[config.mk]
export PLATFORM = sky130hd
export DESIGN_NAME = fconv_acc
export DESIGN_NICKNAME = d
export VERILOG_FILES = /design/src/sv/fconv_pkg.sv /design/src/sv/fconv_acc.sv
export SDC_FILE = /design/constraint.sdc
export NUM_CORES = 1
export LEC_CHECK = 0
export BUFFER_PORTS_ARGS = -buffer_cell sky130_fd_sc_hd__buf_2
export CAP_MARGIN = 30
export CORE_AREA = 2 2 218 220
export DETAILED_ROUTE_END_ITERATION = 6
export DIE_AREA = 0 0 220 222
export PLACE_DENSITY = 0.77
export SLEW_MARGIN = 20
export SYNTH_ARGS = -nofsm -noshare
export SYNTH_HDL_FRONTEND = slang
export SYNTH_SLANG_ARGS = --single-unit
[constraint.sdc]
create_clock -name aclk -period 6 [get_ports aclk]
set_input_delay 0.9 -clock aclk [delete_from_list [all_inputs] [get_ports aclk]]
set_output_delay 0.9 -clock aclk [all_outputs]
set_load 0.005 [all_outputs]
[src/sv/fconv_pkg.sv]
// ----------------------------------------------------------------------------
// fconv_pkg
// Widths, operation codes and shared types of the full-convolution FIR.
// ----------------------------------------------------------------------------
`default_nettype none

package fconv_pkg;

    localparam int SAMPLE_W   = 16;   // Q1.15 sample and coefficient
    localparam int TAP_IDX_W  = 4;
    localparam int CFG_W      = 5;
    localparam int PROD_W     = 32;   // Q2.30 product
    localparam int GROUP_SIZE = 4;    // products summed per first-level adder
    localparam int GROUP_W    = PROD_W + 2;
    localparam int SUM_W      = 36;
    localparam int S_TDATA_W  = 24;
    localparam int M_TDATA_W  = 40;

    localparam logic OP_LOAD   = 1'b0;
    localparam logic OP_SAMPLE = 1'b1;

    // control that travels beside each step through the pipeline
    typedef struct packed {
        logic valid;
        logic last;
    } step_t;

    function automatic logic signed [PROD_W-1:0] mul_q15(
        input logic [SAMPLE_W-1:0] a,
        input logic [SAMPLE_W-1:0] b
    );
        logic signed [PROD_W-1:0] ax;
        logic signed [PROD_W-1:0] bx;
        ax = PROD_W'(signed'(a));
        bx = PROD_W'(signed'(b));
        return ax * bx;
    endfunction

endpackage

`default_nettype wire

[src/sv/fconv_acc.sv]
// ----------------------------------------------------------------------------
// fconv_acc
// Two-level registered adder tree over the products, ending in the result
// register that drives the output channel.
// ----------------------------------------------------------------------------
`default_nettype none

module fconv_acc #(
    parameter int MAX_TAPS = 16
) (
    input  wire logic                                       aclk,
    input  wire logic                                       aresetn,
    input  wire logic                                       advance,
    input  wire logic [MAX_TAPS-1:0][fconv_pkg::PROD_W-1:0] prod,
    input  wire fconv_pkg::step_t                           step_in,
    output logic [fconv_pkg::SUM_W-1:0]                     sum,
    output fconv_pkg::step_t                                step_out
);

    localparam int NumGroups = (MAX_TAPS + fconv_pkg::GROUP_SIZE - 1) / fconv_pkg::GROUP_SIZE;

    logic [NumGroups-1:0][fconv_pkg::GROUP_W-1:0] group_reg;
    logic [NumGroups-1:0][fconv_pkg::GROUP_W-1:0] group_next;
    fconv_pkg::step_t                             group_step_reg;
    logic [fconv_pkg::SUM_W-1:0]                  sum_reg;
    logic [fconv_pkg::SUM_W-1:0]                  sum_next;
    fconv_pkg::step_t                             out_step_reg;

    always_comb begin
        for (int g = 0; g < NumGroups; g++) begin
            group_next[g] = '0;
            for (int j = 0; j < fconv_pkg::GROUP_SIZE; j++) begin
                if (g * fconv_pkg::GROUP_SIZE + j < MAX_TAPS) begin
                    group_next[g] = group_next[g] + fconv_pkg::GROUP_W'(signed'(
                        prod[g * fconv_pkg::GROUP_SIZE + j]));
                end
            end
        end
    end

    // wraps to the result width for very long filters
    always_comb begin
        sum_next = '0;
        for (int g = 0; g < NumGroups; g++) begin
            sum_next = sum_next + fconv_pkg::SUM_W'(signed'(group_reg[g]));
        end
    end

    always_ff @(posedge aclk) begin
        if (!aresetn) begin
            group_step_reg <= '0;
            out_step_reg   <= '0;
        end else if (advance) begin
            group_step_reg <= step_in;
            out_step_reg   <= group_step_reg;
        end
    end

    always_ff @(posedge aclk) begin
        if (advance) begin
            group_reg <= group_next;
            sum_reg   <= sum_next;
        end
    end

    assign sum      = sum_reg;
    assign step_out = out_step_reg;

endmodule

`default_nettype wire

Yosys cells after proc, flatten, opt, wreduce, memory -nomap -nowiden
Index checks and enable logic that the tools add are counted.
Widths: inputs -> output; s select.
- flip-flop bits (word level): 176
- output and inout bits: 38
- word-level logic and storage cells: 24
- add/subtract/negate cells: 15
- operators with widths (kind ; count):
    $add 33x32->34 ; 4
    $add 34x34->34 ; 4
    $add 32x32->33 ; 4
    $add 35x34->36 ; 1
    $add 36x36->36 ; 1
    $add 34x34->35 ; 1

Depth between registers and ports, before layout
- word-level depth: 3
- mapped depth: 16

Worst setup path before layout
Ideal clock, no wire load.
- path type: input port to flip-flop
- start point: in prod[385] (netlist name)
- end point: reg group_reg[129] (netlist name) (data pin)
- setup time: 263 ps
- arrival: 4421 ps
- slack: 1315 ps
- stages: 15
- cells stage by stage: inv_1 -> fa_1 -> inv_1 -> fa_1 -> ha_1 -> fa_1 -> a21o_1 -> a21oi_2 -> o21ai_1 -> o2111ai_1 -> a31oi_1 -> a311o_1 -> a31o_2 -> a41oi_1 -> xnor2_1
- RTL lines (item ; line ; RTL):
    start: declaration ; fconv_acc.sv:14 ; input wire logic [MAX_TAPS-1:0][fconv_pkg::PROD_W-1:0] prod,
    end signal: assignment ; fconv_acc.sv:61 ; group_reg <= group_next;
    end: declaration ; fconv_acc.sv:22 ; logic [NumGroups-1:0][fconv_pkg::GROUP_W-1:0] group_reg;

==> summary.txt <==
post-CTS setup buffer count -> 0
number of global-route vias before repair -> 19.2k
flop-to-flop setup slack -> 1.60 ns
TritonCTS clock tree -> built
Post-synth EDFFs -> 172
CP Data Required Time -> 6.18 ns
Worst slew margin -> 0.476
Tmin final -> 4.91 ns
Area Overhead vs Synth -> 17.8%
startpoint types -> input pin
Seq cells post-synth -> 176
wire length per cell -> 16.5 µm
latest clock arrival within the worst-skew pair -> 0.44 ns
DP HPWL -> 52100 µm
initial antenna violation count -> 2
syn_nets -> 3429
most frequent cell on the critical path -> fa_1
buffers and inverters on the worst path -> 2
fin util -> 0.583
type of the worst setup path -> input pin to flop
Vias/cell -> 5.03
CP max stage cell -> fa_1
worst-margin pin slew -> 0.776 ns
slowest stage delay, CP -> 0.55 ns
deepest clock path buffer count -> 2
RSZ-0062 raised after global routing -> no
critical path's top delay family -> compound AO/OA/AOI/OAI gates
setup TNS -> 0 ns
die area -> 48800 µm²
Core Box Area -> 46300 µm²
routability congestion estimate -> 0.928
dpl cells -> 3554
total grt overflow -> 0
Die X -> 220 µm
synth warn -> 0
beginning of the worst hold path -> group_step_reg[1]
Clock Sinks -> 176
status -> finished, final reports clean
share of layout cells above drive strength 1 -> 0.207
Leakage Power -> 14.8 nW
FP Rows -> 79
Post-Synthesis Cells -> 2416
most common cell after layout, fill and taps aside -> inv_1
met1 usage -> 0.286
Min-Delay Endpoint -> step_out[1]
post-synthesis sequential area ratio -> 0.229
Starting Density -> 0.495
CP Data Arrival Time -> 5.08 ns
Total Wirelength -> 59300 µm
hold_buf cts -> 0
die height -> 222 µm
Total GRT Usage -> 0.247
commonest cells after routing, fill and taps aside -> inv_1 (805), buf_2 (553), fa_1 (329)
reg2reg start -> group_reg[1]
PostCTS Resize Cnt -> 0
pwr dens -> 686 nW/µm²
drt first-iter violations -> 891
Fin Clk Skew -> 0.0132 ns
worst min path class -> flop to flop
FF-to-FF End -> sum[35]
Port Buffers -> 554
GR Layer Usage met3 -> 0.0241
fmax -> 204 MHz
max-capacitance violation count -> 0
Detailed Routing Iterations Pass 1 -> 6
CP Max Fanout -> 4
prevailing post-synth register cell -> edfxtp_1
routing usage on met2 -> 0.455
Slew Limit Fails -> 0
VDD IR max -> 0.783 mV
fin crit share -> 0.818
pin count of the biggest net entering global routing -> 124
FFs w/ async S/R, synth -> 0
drt drc -> 0
hold depth -> 2
num ports -> 555
worst r2r path cells -> 16
Finish-stage setup viols -> 0
final cell count without fillers -> 3588
Worst setup EP type -> flop
Via Count -> 18.1k
GRT busiest layer -> met2
max reg flops -> 136
final hold vios -> 0
CTS clk-pin slew, worst paths -> 0.07 ns
first-pass GRT wire length -> 93800 µm
antenna-violating nets left -> 0
crit-path cells -> buf_2 > fa_1 > fa_1 > ha_1 > fa_1 > a211oi_1 > o211ai_1 > a41oi_1 > o21ai_0 > buf_4 > a22oi_1 > a21o_1 > nand2_1 > a311oi_1 > xnor2_1
CTS H-Tree Depth -> 4
CTS root buf -> clkbuf_16
syn avg cell area -> 9.49 µm²
clock buffer count from CTS -> 17
Final #Nets -> 3980
synthesized area -> 22900 µm²
Netlist cell types -> 72
-- cell usage after synthesis (14+ instances only) --
master,number,area share
inv_1,805,0.13
fa_1,329,0.29
edfxtp_1,172,0.23
ha_1,167,0.091
a21oi_1,138,0.030
a21o_1,112,0.037
xnor2_1,94,0.036
nor2_1,79,0.013
nand2_1,77,0.013
o21ai_0,66,0.014
xor2_1,50,0.019
nand3_1,25,0.0055
clkbuf_1,23,0.0038
a31oi_1,21,0.0057
o21a_1,20,0.0066
nand4_1,18,0.0049
o21bai_1,18,0.0059
nor2b_1,16,0.0044
nand2b_1,14,0.0038
nor3_1,14,0.0031
-- worst max path at each step --
stage / to / startpoint / cells after the start
finish: group_reg[101] / prod[257] / 15
global route: group_reg[101] / prod[257] / 15
CTS: group_reg[67] / prod[129] / 14
detailed placement: group_reg[67] / prod[129] / 14
global placement: group_reg[65] / prod[129] / 14
floorplan: group_reg[129] / prod[385] / 15
-- worst min-delay path, delay by kind of cell, from the launching register on --
kind	cells	cell delay, ns
multiplexers	1	0.07
AND/OR/NAND/NOR	1	0.10
flip-flops	1	0.33
-- kinds of logic after synthesis --
logic type / share of synthesized area
xor+xnor: 0.0550
flops: 0.229
compound gates: 0.138
fa+ha+maj: 0.379
mux: 0.00317
simple gates: 0.0604
buf+inv: 0.136
-- area by class of cell --
class                           count  area [µm²]
Clock inverter                     15         156
Clock buffer                       17         425
Fill cell                        4015       19300
Timing Repair Buffer              557        2820
Antenna cell                        1        2.50
Tap cell                          607         759
Inverter                          805        3020
Multi-Input combinational cell   1410       14600
Sequential cell                   176        5250
-- layer usage --
metal,share of wire,up-vias
li1,-,8662
met1,0.39,8690
met2,0.52,580
met3,0.044,122
met4,0.048,2
met5,0.00022,-
-- stage by stage --
stage               setup WS, ns  total power [W]  hold WS (ns)  area (µm²)
finish                      1.09           0.0185         0.528       27000
global route               0.822           0.0204         0.575       27000
CTS                         1.15           0.0186         0.539       27000
detailed placement         0.684           0.0173         0.519       26400
global placement           0.751           0.0170         0.496       26400
floorplan                   1.32           0.0138         0.482       22900
-- power by group --
part / internal (W) / switching, W / leakage [nW]
Clock: 0.000619 / 0.000516 / 0.285
Combinational: 0.00611 / 0.00821 / 12.8
Sequential: 0.00283 / 0.000228 / 1.72
Total: 0.00956 / 0.00896 / 14.8
(Power assumes the default switching activity.)
