<file path="src/sv/fconv_pkg.sv">
// ----------------------------------------------------------------------------
// fconv_pkg
// Widths, operation codes and shared types of the full-convolution FIR.
// ----------------------------------------------------------------------------
`default_nettype none

package fconv_pkg;

    localparam int SAMPLE_W   = 16;   // Q1.15 sample and coefficient
    localparam int TAP_IDX_W  = 4;
    localparam int CFG_W      = 5;
    localparam int PROD_W     = 32;   // Q2.30 product
    localparam int GROUP_SIZE = 4;    // products summed per first-level adder
    localparam int GROUP_W    = PROD_W + 2;
    localparam int SUM_W      = 36;
    localparam int S_TDATA_W  = 24;
    localparam int M_TDATA_W  = 40;

    localparam logic OP_LOAD   = 1'b0;
    localparam logic OP_SAMPLE = 1'b1;

    // control that travels beside each step through the pipeline
    typedef struct packed {
        logic valid;
        logic last;
    } step_t;

    function automatic logic signed [PROD_W-1:0] mul_q15(
        input logic [SAMPLE_W-1:0] a,
        input logic [SAMPLE_W-1:0] b
    );
        logic signed [PROD_W-1:0] ax;
        logic signed [PROD_W-1:0] bx;
        ax = PROD_W'(signed'(a));
        bx = PROD_W'(signed'(b));
        return ax * bx;
    endfunction

endpackage

`default_nettype wire

</file>
<file path="src/sv/fconv_ctrl.sv">
// ----------------------------------------------------------------------------
// fconv_ctrl
// Tap store, sample history, tap-count register and tail flush sequencing.
// ----------------------------------------------------------------------------
`default_nettype none

module fconv_ctrl #(
    parameter int MAX_TAPS = 16
) (
    input  wire logic                                         aclk,
    input  wire logic                                         aresetn,
    input  wire logic                                         advance,
    input  wire logic                                         s_tvalid,
    output logic                                              s_tready,
    input  wire logic [fconv_pkg::S_TDATA_W-1:0]              s_tdata,
    input  wire logic                                         s_tuser,
    input  wire logic                                         s_tlast,
    input  wire logic                                         cfg_wr_en,
    input  wire logic [fconv_pkg::CFG_W-1:0]                  cfg_wr_data,
    output logic [MAX_TAPS-1:0][fconv_pkg::SAMPLE_W-1:0]      window,
    output logic [MAX_TAPS-1:0][fconv_pkg::SAMPLE_W-1:0]      coef,
    output fconv_pkg::step_t                                  step
);

    localparam int HistDepth = (MAX_TAPS > 1) ? MAX_TAPS - 1 : 1;

    logic [fconv_pkg::CFG_W-1:0]    tap_count_reg;
    logic [fconv_pkg::CFG_W-1:0]    flush_cnt_reg;
    logic [fconv_pkg::SAMPLE_W-1:0] coef_reg [MAX_TAPS];
    logic [fconv_pkg::SAMPLE_W-1:0] hist_reg [HistDepth];

    logic [fconv_pkg::CFG_W-1:0]     taps_n;
    logic [fconv_pkg::TAP_IDX_W-1:0] tap_idx;
    logic [fconv_pkg::SAMPLE_W-1:0]  value;
    logic [fconv_pkg::SAMPLE_W-1:0]  cur;
    logic                            flush_active;
    logic                            accept;
    logic                            is_sample;
    logic                            is_load;

    assign tap_idx = s_tdata[fconv_pkg::TAP_IDX_W-1:0];
    assign value   = s_tdata[fconv_pkg::TAP_IDX_W +: fconv_pkg::SAMPLE_W];

    always_comb begin
        if (tap_count_reg == '0) begin
            taps_n = fconv_pkg::CFG_W'(1);
        end else if (int'(tap_count_reg) > MAX_TAPS) begin
            taps_n = fconv_pkg::CFG_W'(MAX_TAPS);
        end else begin
            taps_n = tap_count_reg;
        end
    end

    assign flush_active = (flush_cnt_reg != '0);
    assign s_tready     = advance && !flush_active;
    assign accept       = s_tvalid && s_tready;
    assign is_sample    = accept && (s_tuser == fconv_pkg::OP_SAMPLE);
    assign is_load      = accept && (s_tuser == fconv_pkg::OP_LOAD);

    // the tail feeds zeros in place of samples
    assign cur = flush_active ? '0 : value;

    always_comb begin
        step.valid = is_sample || (advance && flush_active);
        if (flush_active) begin
            step.last = (flush_cnt_reg == fconv_pkg::CFG_W'(1));
        end else begin
            step.last = s_tlast && (taps_n == fconv_pkg::CFG_W'(1));
        end
    end

    // taps beyond the count in use see a zero sample
    always_comb begin
        for (int k = 0; k < MAX_TAPS; k++) begin
            coef[k] = coef_reg[k];
            if (k >= int'(taps_n)) begin
                window[k] = '0;
            end else if (k == 0) begin
                window[k] = cur;
            end else begin
                window[k] = hist_reg[(k > 0) ? k - 1 : 0];
            end
        end
    end

    always_ff @(posedge aclk) begin
        if (!aresetn) begin
            tap_count_reg <= fconv_pkg::CFG_W'(1);
            flush_cnt_reg <= '0;
            for (int k = 0; k < MAX_TAPS; k++) begin
                coef_reg[k] <= '0;
            end
            for (int k = 0; k < HistDepth; k++) begin
                hist_reg[k] <= '0;
            end
        end else begin
            if (cfg_wr_en) begin
                tap_count_reg <= cfg_wr_data;
            end
            for (int k = 0; k < MAX_TAPS; k++) begin
                if (is_load && (k == int'(tap_idx))) begin
                    coef_reg[k] <= value;
                end
            end
            if (is_sample && s_tlast && (taps_n != fconv_pkg::CFG_W'(1))) begin
                flush_cnt_reg <= taps_n - fconv_pkg::CFG_W'(1);
            end else if (advance && flush_active) begin
                flush_cnt_reg <= flush_cnt_reg - fconv_pkg::CFG_W'(1);
            end
            if (step.valid) begin
                if (step.last) begin
                    // sequence closed, history starts over from zero
                    for (int k = 0; k < HistDepth; k++) begin
                        hist_reg[k] <= '0;
                    end
                end else begin
                    for (int k = HistDepth - 1; k > 0; k--) begin
                        hist_reg[k] <= hist_reg[k-1];
                    end
                    hist_reg[0] <= cur;
                end
            end
        end
    end

endmodule

`default_nettype wire

</file>
<file path="config.mk">
export PLATFORM = sky130hd
export DESIGN_NAME = fconv_ctrl
export DESIGN_NICKNAME = d
export VERILOG_FILES = /design/src/sv/fconv_pkg.sv /design/src/sv/fconv_ctrl.sv
export SDC_FILE = /design/constraint.sdc
export NUM_CORES = 1
export LEC_CHECK = 0
export BUFFER_PORTS_ARGS = -buffer_cell sky130_fd_sc_hd__buf_2
export CORE_MARGIN = 5
export CORE_UTILIZATION = 47
export DETAILED_ROUTE_END_ITERATION = 12
export GPL_TIMING_DRIVEN = 0
export PLACE_DENSITY = 0.76
export SYNTH_ARGS = -nofsm -noshare
export SYNTH_HDL_FRONTEND = slang
export SYNTH_SLANG_ARGS = --single-unit
</file>
<file path="constraint.sdc">
create_clock -name aclk -period 4.2 [get_ports aclk]
set_input_delay 0.21 -clock aclk [delete_from_list [all_inputs] [get_ports aclk]]
set_output_delay 0.21 -clock aclk [all_outputs]
set_load 0.01 [all_outputs]
</file>
# After elaboration in Yosys (flattened, before gate mapping)
# Memories as Yosys holds them, arrays and structs flattened.
# Cells that the tools add are included.
[word_totals]
ff_bits = 10
ram_bits = 496
out_inout_bits = 515
wordCells = 243
mem_count = 2
[memory_table]
columns = ["memory", "words", "word_bits", "read_ports", "rd_ports_with_merged_regs", "wr", "line", "rtl"]
rows = [
  ["coef_reg", 16, 16, 16, 0, 16, "fconv_ctrl.sv:29", "logic [fconv_pkg::SAMPLE_W-1:0] coef_reg [MAX_TAPS];"],
  ["hist_reg", 15, 16, 15, 0, 15, "fconv_ctrl.sv:30", "logic [fconv_pkg::SAMPLE_W-1:0] hist_reg [HistDepth];"],
]
[op_classes]
add_sub_neg = 2
n_lt_le_gt_ge = 17
n_eq_ne = 18
muxes = 125
bitwise_logic = 47
n_reduce_logical = 30
[op_table]
columns = ["operator", "n"]
rows = [
  ["16-bit two-way mux", 63],
  ["1-bit two-way mux", 58],
  ["1-bit OR", 46],
  ["4-bit by 5-bit greater-or-equal comparator with 1-bit output (first input constant)", 8],
  ["4-bit == test (first input constant)", 8],
  ["1-bit logical AND", 24],
  ["3-bit by 5-bit greater-or-equal comparator with 1-bit output (first input constant)", 4],
  ["5-bit two-way mux", 4],
  ["3-bit by 4-bit == test with 1-bit output (first input constant)", 4],
  ["5-bit by 1-bit == test with 1-bit output (second input constant)", 2],
  ["1-bit by 5-bit greater-or-equal comparator with 1-bit output (first input constant)", 2],
  ["2-bit by 5-bit greater-or-equal comparator with 1-bit output (first input constant)", 2],
  ["5-bit by 1-bit subtractor with 5-bit output (second input constant)", 2],
  ["2-bit by 4-bit == test with 1-bit output (first input constant)", 2],
  ["5-bit greater-than comparator (second input constant)", 1],
  ["5-bit zero test", 1],
  ["5-bit by 1-bit != test with 1-bit output (second input constant)", 1],
  ["5-bit nonzero test", 1],
  ["1-bit by 4-bit == test with 1-bit output (first input constant)", 1],
  ["4-bit zero test", 1],
  ["2-bit nonzero test", 1],
  ["1-bit zero test", 1],
  ["1-bit logical OR", 1],
  ["1-bit NOT", 1],
]

# Longest topological paths before layout
[depth]
depth_word = 12
mapped_depth = 11
mapped_depth_nobuf = 8

# Worst setup path after synthesis
# Ideal clock, no wire load.
[synth_path]
kind = "register to register"
start = "register flush_cnt_reg[0] (netlist name)"
end = "memory hist_reg[0][0] (netlist name) (enable)"
setup_time_ns = 0.496
t_arrival_ns = 4.130
required_time_ns = 3.704
slack_ns = -0.426
stages_incl_launch_ff = 8
n_path_buf = 1
path_cell_list = "dfxtp_1 > inv_1 > ha_1 > a21boi_0 > nand2_1 > a21oi_1 > clkbuf_1 > inv_1"
[synth_rtl]
columns = ["element", "line", "rtl"]
rows = [
  ["from (decl)", "fconv_ctrl.sv:28", "logic [fconv_pkg::CFG_W-1:0] flush_cnt_reg;"],
  ["from (signal assigned)", "fconv_ctrl.sv:106", "flush_cnt_reg <= taps_n - fconv_pkg::CFG_W'(1);"],
  ["from (signal assigned)", "fconv_ctrl.sv:108", "flush_cnt_reg <= flush_cnt_reg - fconv_pkg::CFG_W'(1);"],
  ["to (decl)", "fconv_ctrl.sv:30", ""],
]

==> reports/qor.csv <==
stage,metric,value,unit
clocking,htree_levels,2,
global_routing,grt_max_degree,48,
logic_synthesis,seq_area_frac_synth,0.717,
drt,drc,0,
setup_path,slowest_stage,dfxtp_1,
power_and_ir_drop,ir_drop,428,uV
drt,routed_wl,60.6,mm
floorplan,dieArea,46100,sq um
worst_hold_path,hp-class,in2reg,
setup_path,path_max_fanout,10,
power_and_ir_drop,power.density,542,nW/um^2
timing,slew_headroom,0.118,
run_status,status,completed,
layout,nets,2132,
floorplan,die_height,215,um
global_routing,track_usage,0.255,
clocking,cts_setup_buffers,0,
floorplan,rows,75,
global_routing,met3_usage,0.0916,
clocking,clk_pin_slew,0.06,ns
global_routing,met1_usage,0.291,
floorplan,start_util,0.473,
floorplan,fp.coreArea,41700,sq um
layout,final_util,0.603,
timing,rsz0062_at_grt,no,
layout,fillers,3230,
timing,tns,0,ns
setup_path,r2r-start,tap_count_reg[4],
setup_path,crit_type,reg2out,
setup_path,r2r-end,hist_reg[0][56],
logic_synthesis,yosys_warnings,0,
global_routing,grt_use_met2,0.448,
logic_synthesis,synth_seq_cells,506,
worst_hold_path,holdPathEnd,tap_count_reg[0],
clocking,cts_sinks,506,
floorplan,pin_count,551,
setup_path,critPathCaptureType,primary output,
logic_synthesis,ys.flop_type,edfxtp_1,
setup_path,r2r_slack,0.50,ns
global_routing,grt.busiest_layer,met2,
setup_path,cp-start-kind,flop,
layout,design_area,25100,sq um
logic_synthesis,ys_async_sr_fraction,0,
logic_synthesis,yosysUniqueCellTypes,49,
timing,layout_worst_path_cycle_share,0.937,
place,io_buffers,541,
global_routing,antenna_found_initial,3,
setup_path,reg2regPathDepth,11,
clocking,cts_made_buffers,51,
setup_path,slowest_delay,0.45,ns
run,drv_cap,0,
layout,multi_input_area,5090,sq um
setup_path,worstPathArrival,3.73,ns
logic_synthesis,syn-instance-count,1465,
setup_path,worstPathRequired,3.99,ns
logic_synthesis,synth-edff-count,400,
global_routing,gr-total-overflow,0,
drt,drt-initial-drc-count,1203,
timing,fmax,0.254,GHz
clocking,cts_buffer_depth,3,
drt,drt_first_pass_iters,5,
global_routing,grt_pass1_vias,14300,
logic_synthesis,syn_area_per_cell,13.4,sq um
place,place_area,23300,sq um
clocking,clock_latency,0.59,ns
clocking,cts-root-buf,clkbuf_16,
floorplan,die_w,215,um
timing,fin_crit,3.94,ns
worst_hold_path,holdPathStages,3,
timing,finalSetupViolations,0,
layout,drive_gt1_frac,0.320,
timing,fin_skew,0.0287,ns
timing,worst_pin_slew,1.31,ns
layout,syn_to_final_growth,27.6,%
setup_path,cpMostUsedCell,buf_2,
drt,vias,14000,
logic_synthesis,syn_nets,1508,
layout,layout.area.seq,14100,sq um
drt,ant_nets,0,
drt,wl_per_cell,22.7,um
drt,post_drt_via_cell_ratio,5.25,
place,hpwl,46.1,mm
clocking,cts_tree,built,
logic_synthesis,syn_area,19700,sq um
timing,hold_viol,0,
setup_path,path_cells,clkbuf_1 > clkbuf_2 > nand2b_1 > ha_1 > or4b_1 > buf_2 > o22ai_4 > buf_2 > and2_1 > buf_2,
worst_hold_path,min_from,cfg_wr_en,
timing,slew_viol_final,0,
layout,largest_reg_flops,256,
place,place_congestion,0.964,
global_routing,grt_pass1_wl,89.9,mm
power_and_ir_drop,p_leak,10.8,nW
==> how the worst max path moves through the flow <==
stage | from | end | slack, ns
finish | tap_count_reg[4] | step[0] | 0.26
global route | tap_count_reg[4] | step[0] | 0.04
CTS | tap_count_reg[4] | step[0] | 0.11
detailed placement | tap_count_reg[4] | hist_reg[2][0] | 0.39
global placement | flush_cnt_reg[0] | hist_reg[0][11] | -1.17
floorplan | flush_cnt_reg[0] | hist_reg[0][0] | 0.04
==> layout by cell type (no fill, tap or decap), drive strengths merged, types with 4 or more instances in the layout <==
master         n
nand2b         9
clkinv        15
nor2         171
edfxtp       400
ha             7
a22o          79
dlygate4sd3   21
inv           25
clkbuf       145
mux2i          4
and2         241
buf          575
a21oi         29
nand2         65
dfxtp        106
o21ai          8
nor2b        162
nand3          7
a31oi          4
o2111ai       16
nor3           5
==> cell type report <==
| type | count | area share |
|---|---|---|
| diodes | 2 | 0.000199 |
| plain buffers | 97 | 0.0165 |
| clock buffers | 73 | 0.0591 |
| clock inverters | 20 | 0.00687 |
| inverters | 25 | 0.00388 |
| multi-input cells | 837 | 0.202 |
| flip-flops and latches | 506 | 0.562 |
| well taps | 539 | 0.0268 |
| repair buffers | 571 | 0.122 |
==> synthesized netlist by cell type (4+ instances only) <==
master / n / area, sq um
inv_1: 24 / 90.1
nand2b_1: 9 / 56.3
o21ai_0: 8 / 40.0
nand2_2: 6 / 37.5
nor2_1: 171 / 642
dfxtp_1: 106 / 2120
nand2_1: 59 / 221
a22o_1: 79 / 692
a31oi_1: 4 / 25.0
nand3_1: 4 / 20.0
o2111ai_1: 16 / 140
nor2b_1: 162 / 1010
ha_1: 7 / 87.6
buf_2: 20 / 100
a21oi_1: 29 / 145
edfxtp_1: 400 / 12000
and2_1: 241 / 1510
mux2i_1: 4 / 40.0
clkbuf_1: 71 / 267
==> critical path: cells and delay by family, from the launching register on <==
| family | cells | cell delay [ns] |
|---|---|---|
| AND/OR/NAND/NOR | 3 | 0.88 |
| buffers and inverters | 5 | 1.32 |
| AO/OA/AOI/OAI | 1 | 0.30 |
| flip-flops | 1 | 0.45 |
| adder cells (fa/ha/maj) | 1 | 0.18 |
==> metal layers <==
metal	routed length, um	vias up
li1	-	6323
met1	21100	6849
met2	30600	716
met3	6580	135
met4	2230	4
met5	27	-
==> cells by family after synthesis <==
family | share of synthesized area
AND/OR/NAND/NOR | 0.189
flip-flops | 0.717
AO/OA/AOI/OAI | 0.0594
buffers and inverters | 0.0257
adder cells (fa/ha/maj) | 0.00445
multiplexers | 0.00260
XOR/XNOR | 0.00133
==> repair_timing <==
action                                 4_1_cts  5_1_grt
cloned                                       0        0
setup endpoints to repair                   10       16
resized for setup                            1        2
endpoints found under the hold margin       24        0
hold buffers                                21        0
==> through the flow <==
stage	std cells	setup WS, ns	power (mW)	hold WS [ns]
final	2670	0.263	13.6	0.0375
after floorplan	1465	0.0425	8.07	0.340
after global placement	2545	-1.17	9.14	0.456
after global routing	2669	0.0357	14.2	0.0400
after detailed placement	2554	0.395	9.22	0.457
after CTS	2668	0.114	13.7	0.00794
==> power breakdown <==
part           leakage [nW]  total (mW)  internal, mW  switching [mW]
Combinational          4.97        2.65         0.933            1.71
Sequential             5.04        6.51          6.17           0.333
Clock                 0.812        4.47          2.59            1.88
Total                  10.8        13.6          9.70            3.93
Note: power is estimated with default switching activity, not from simulation.
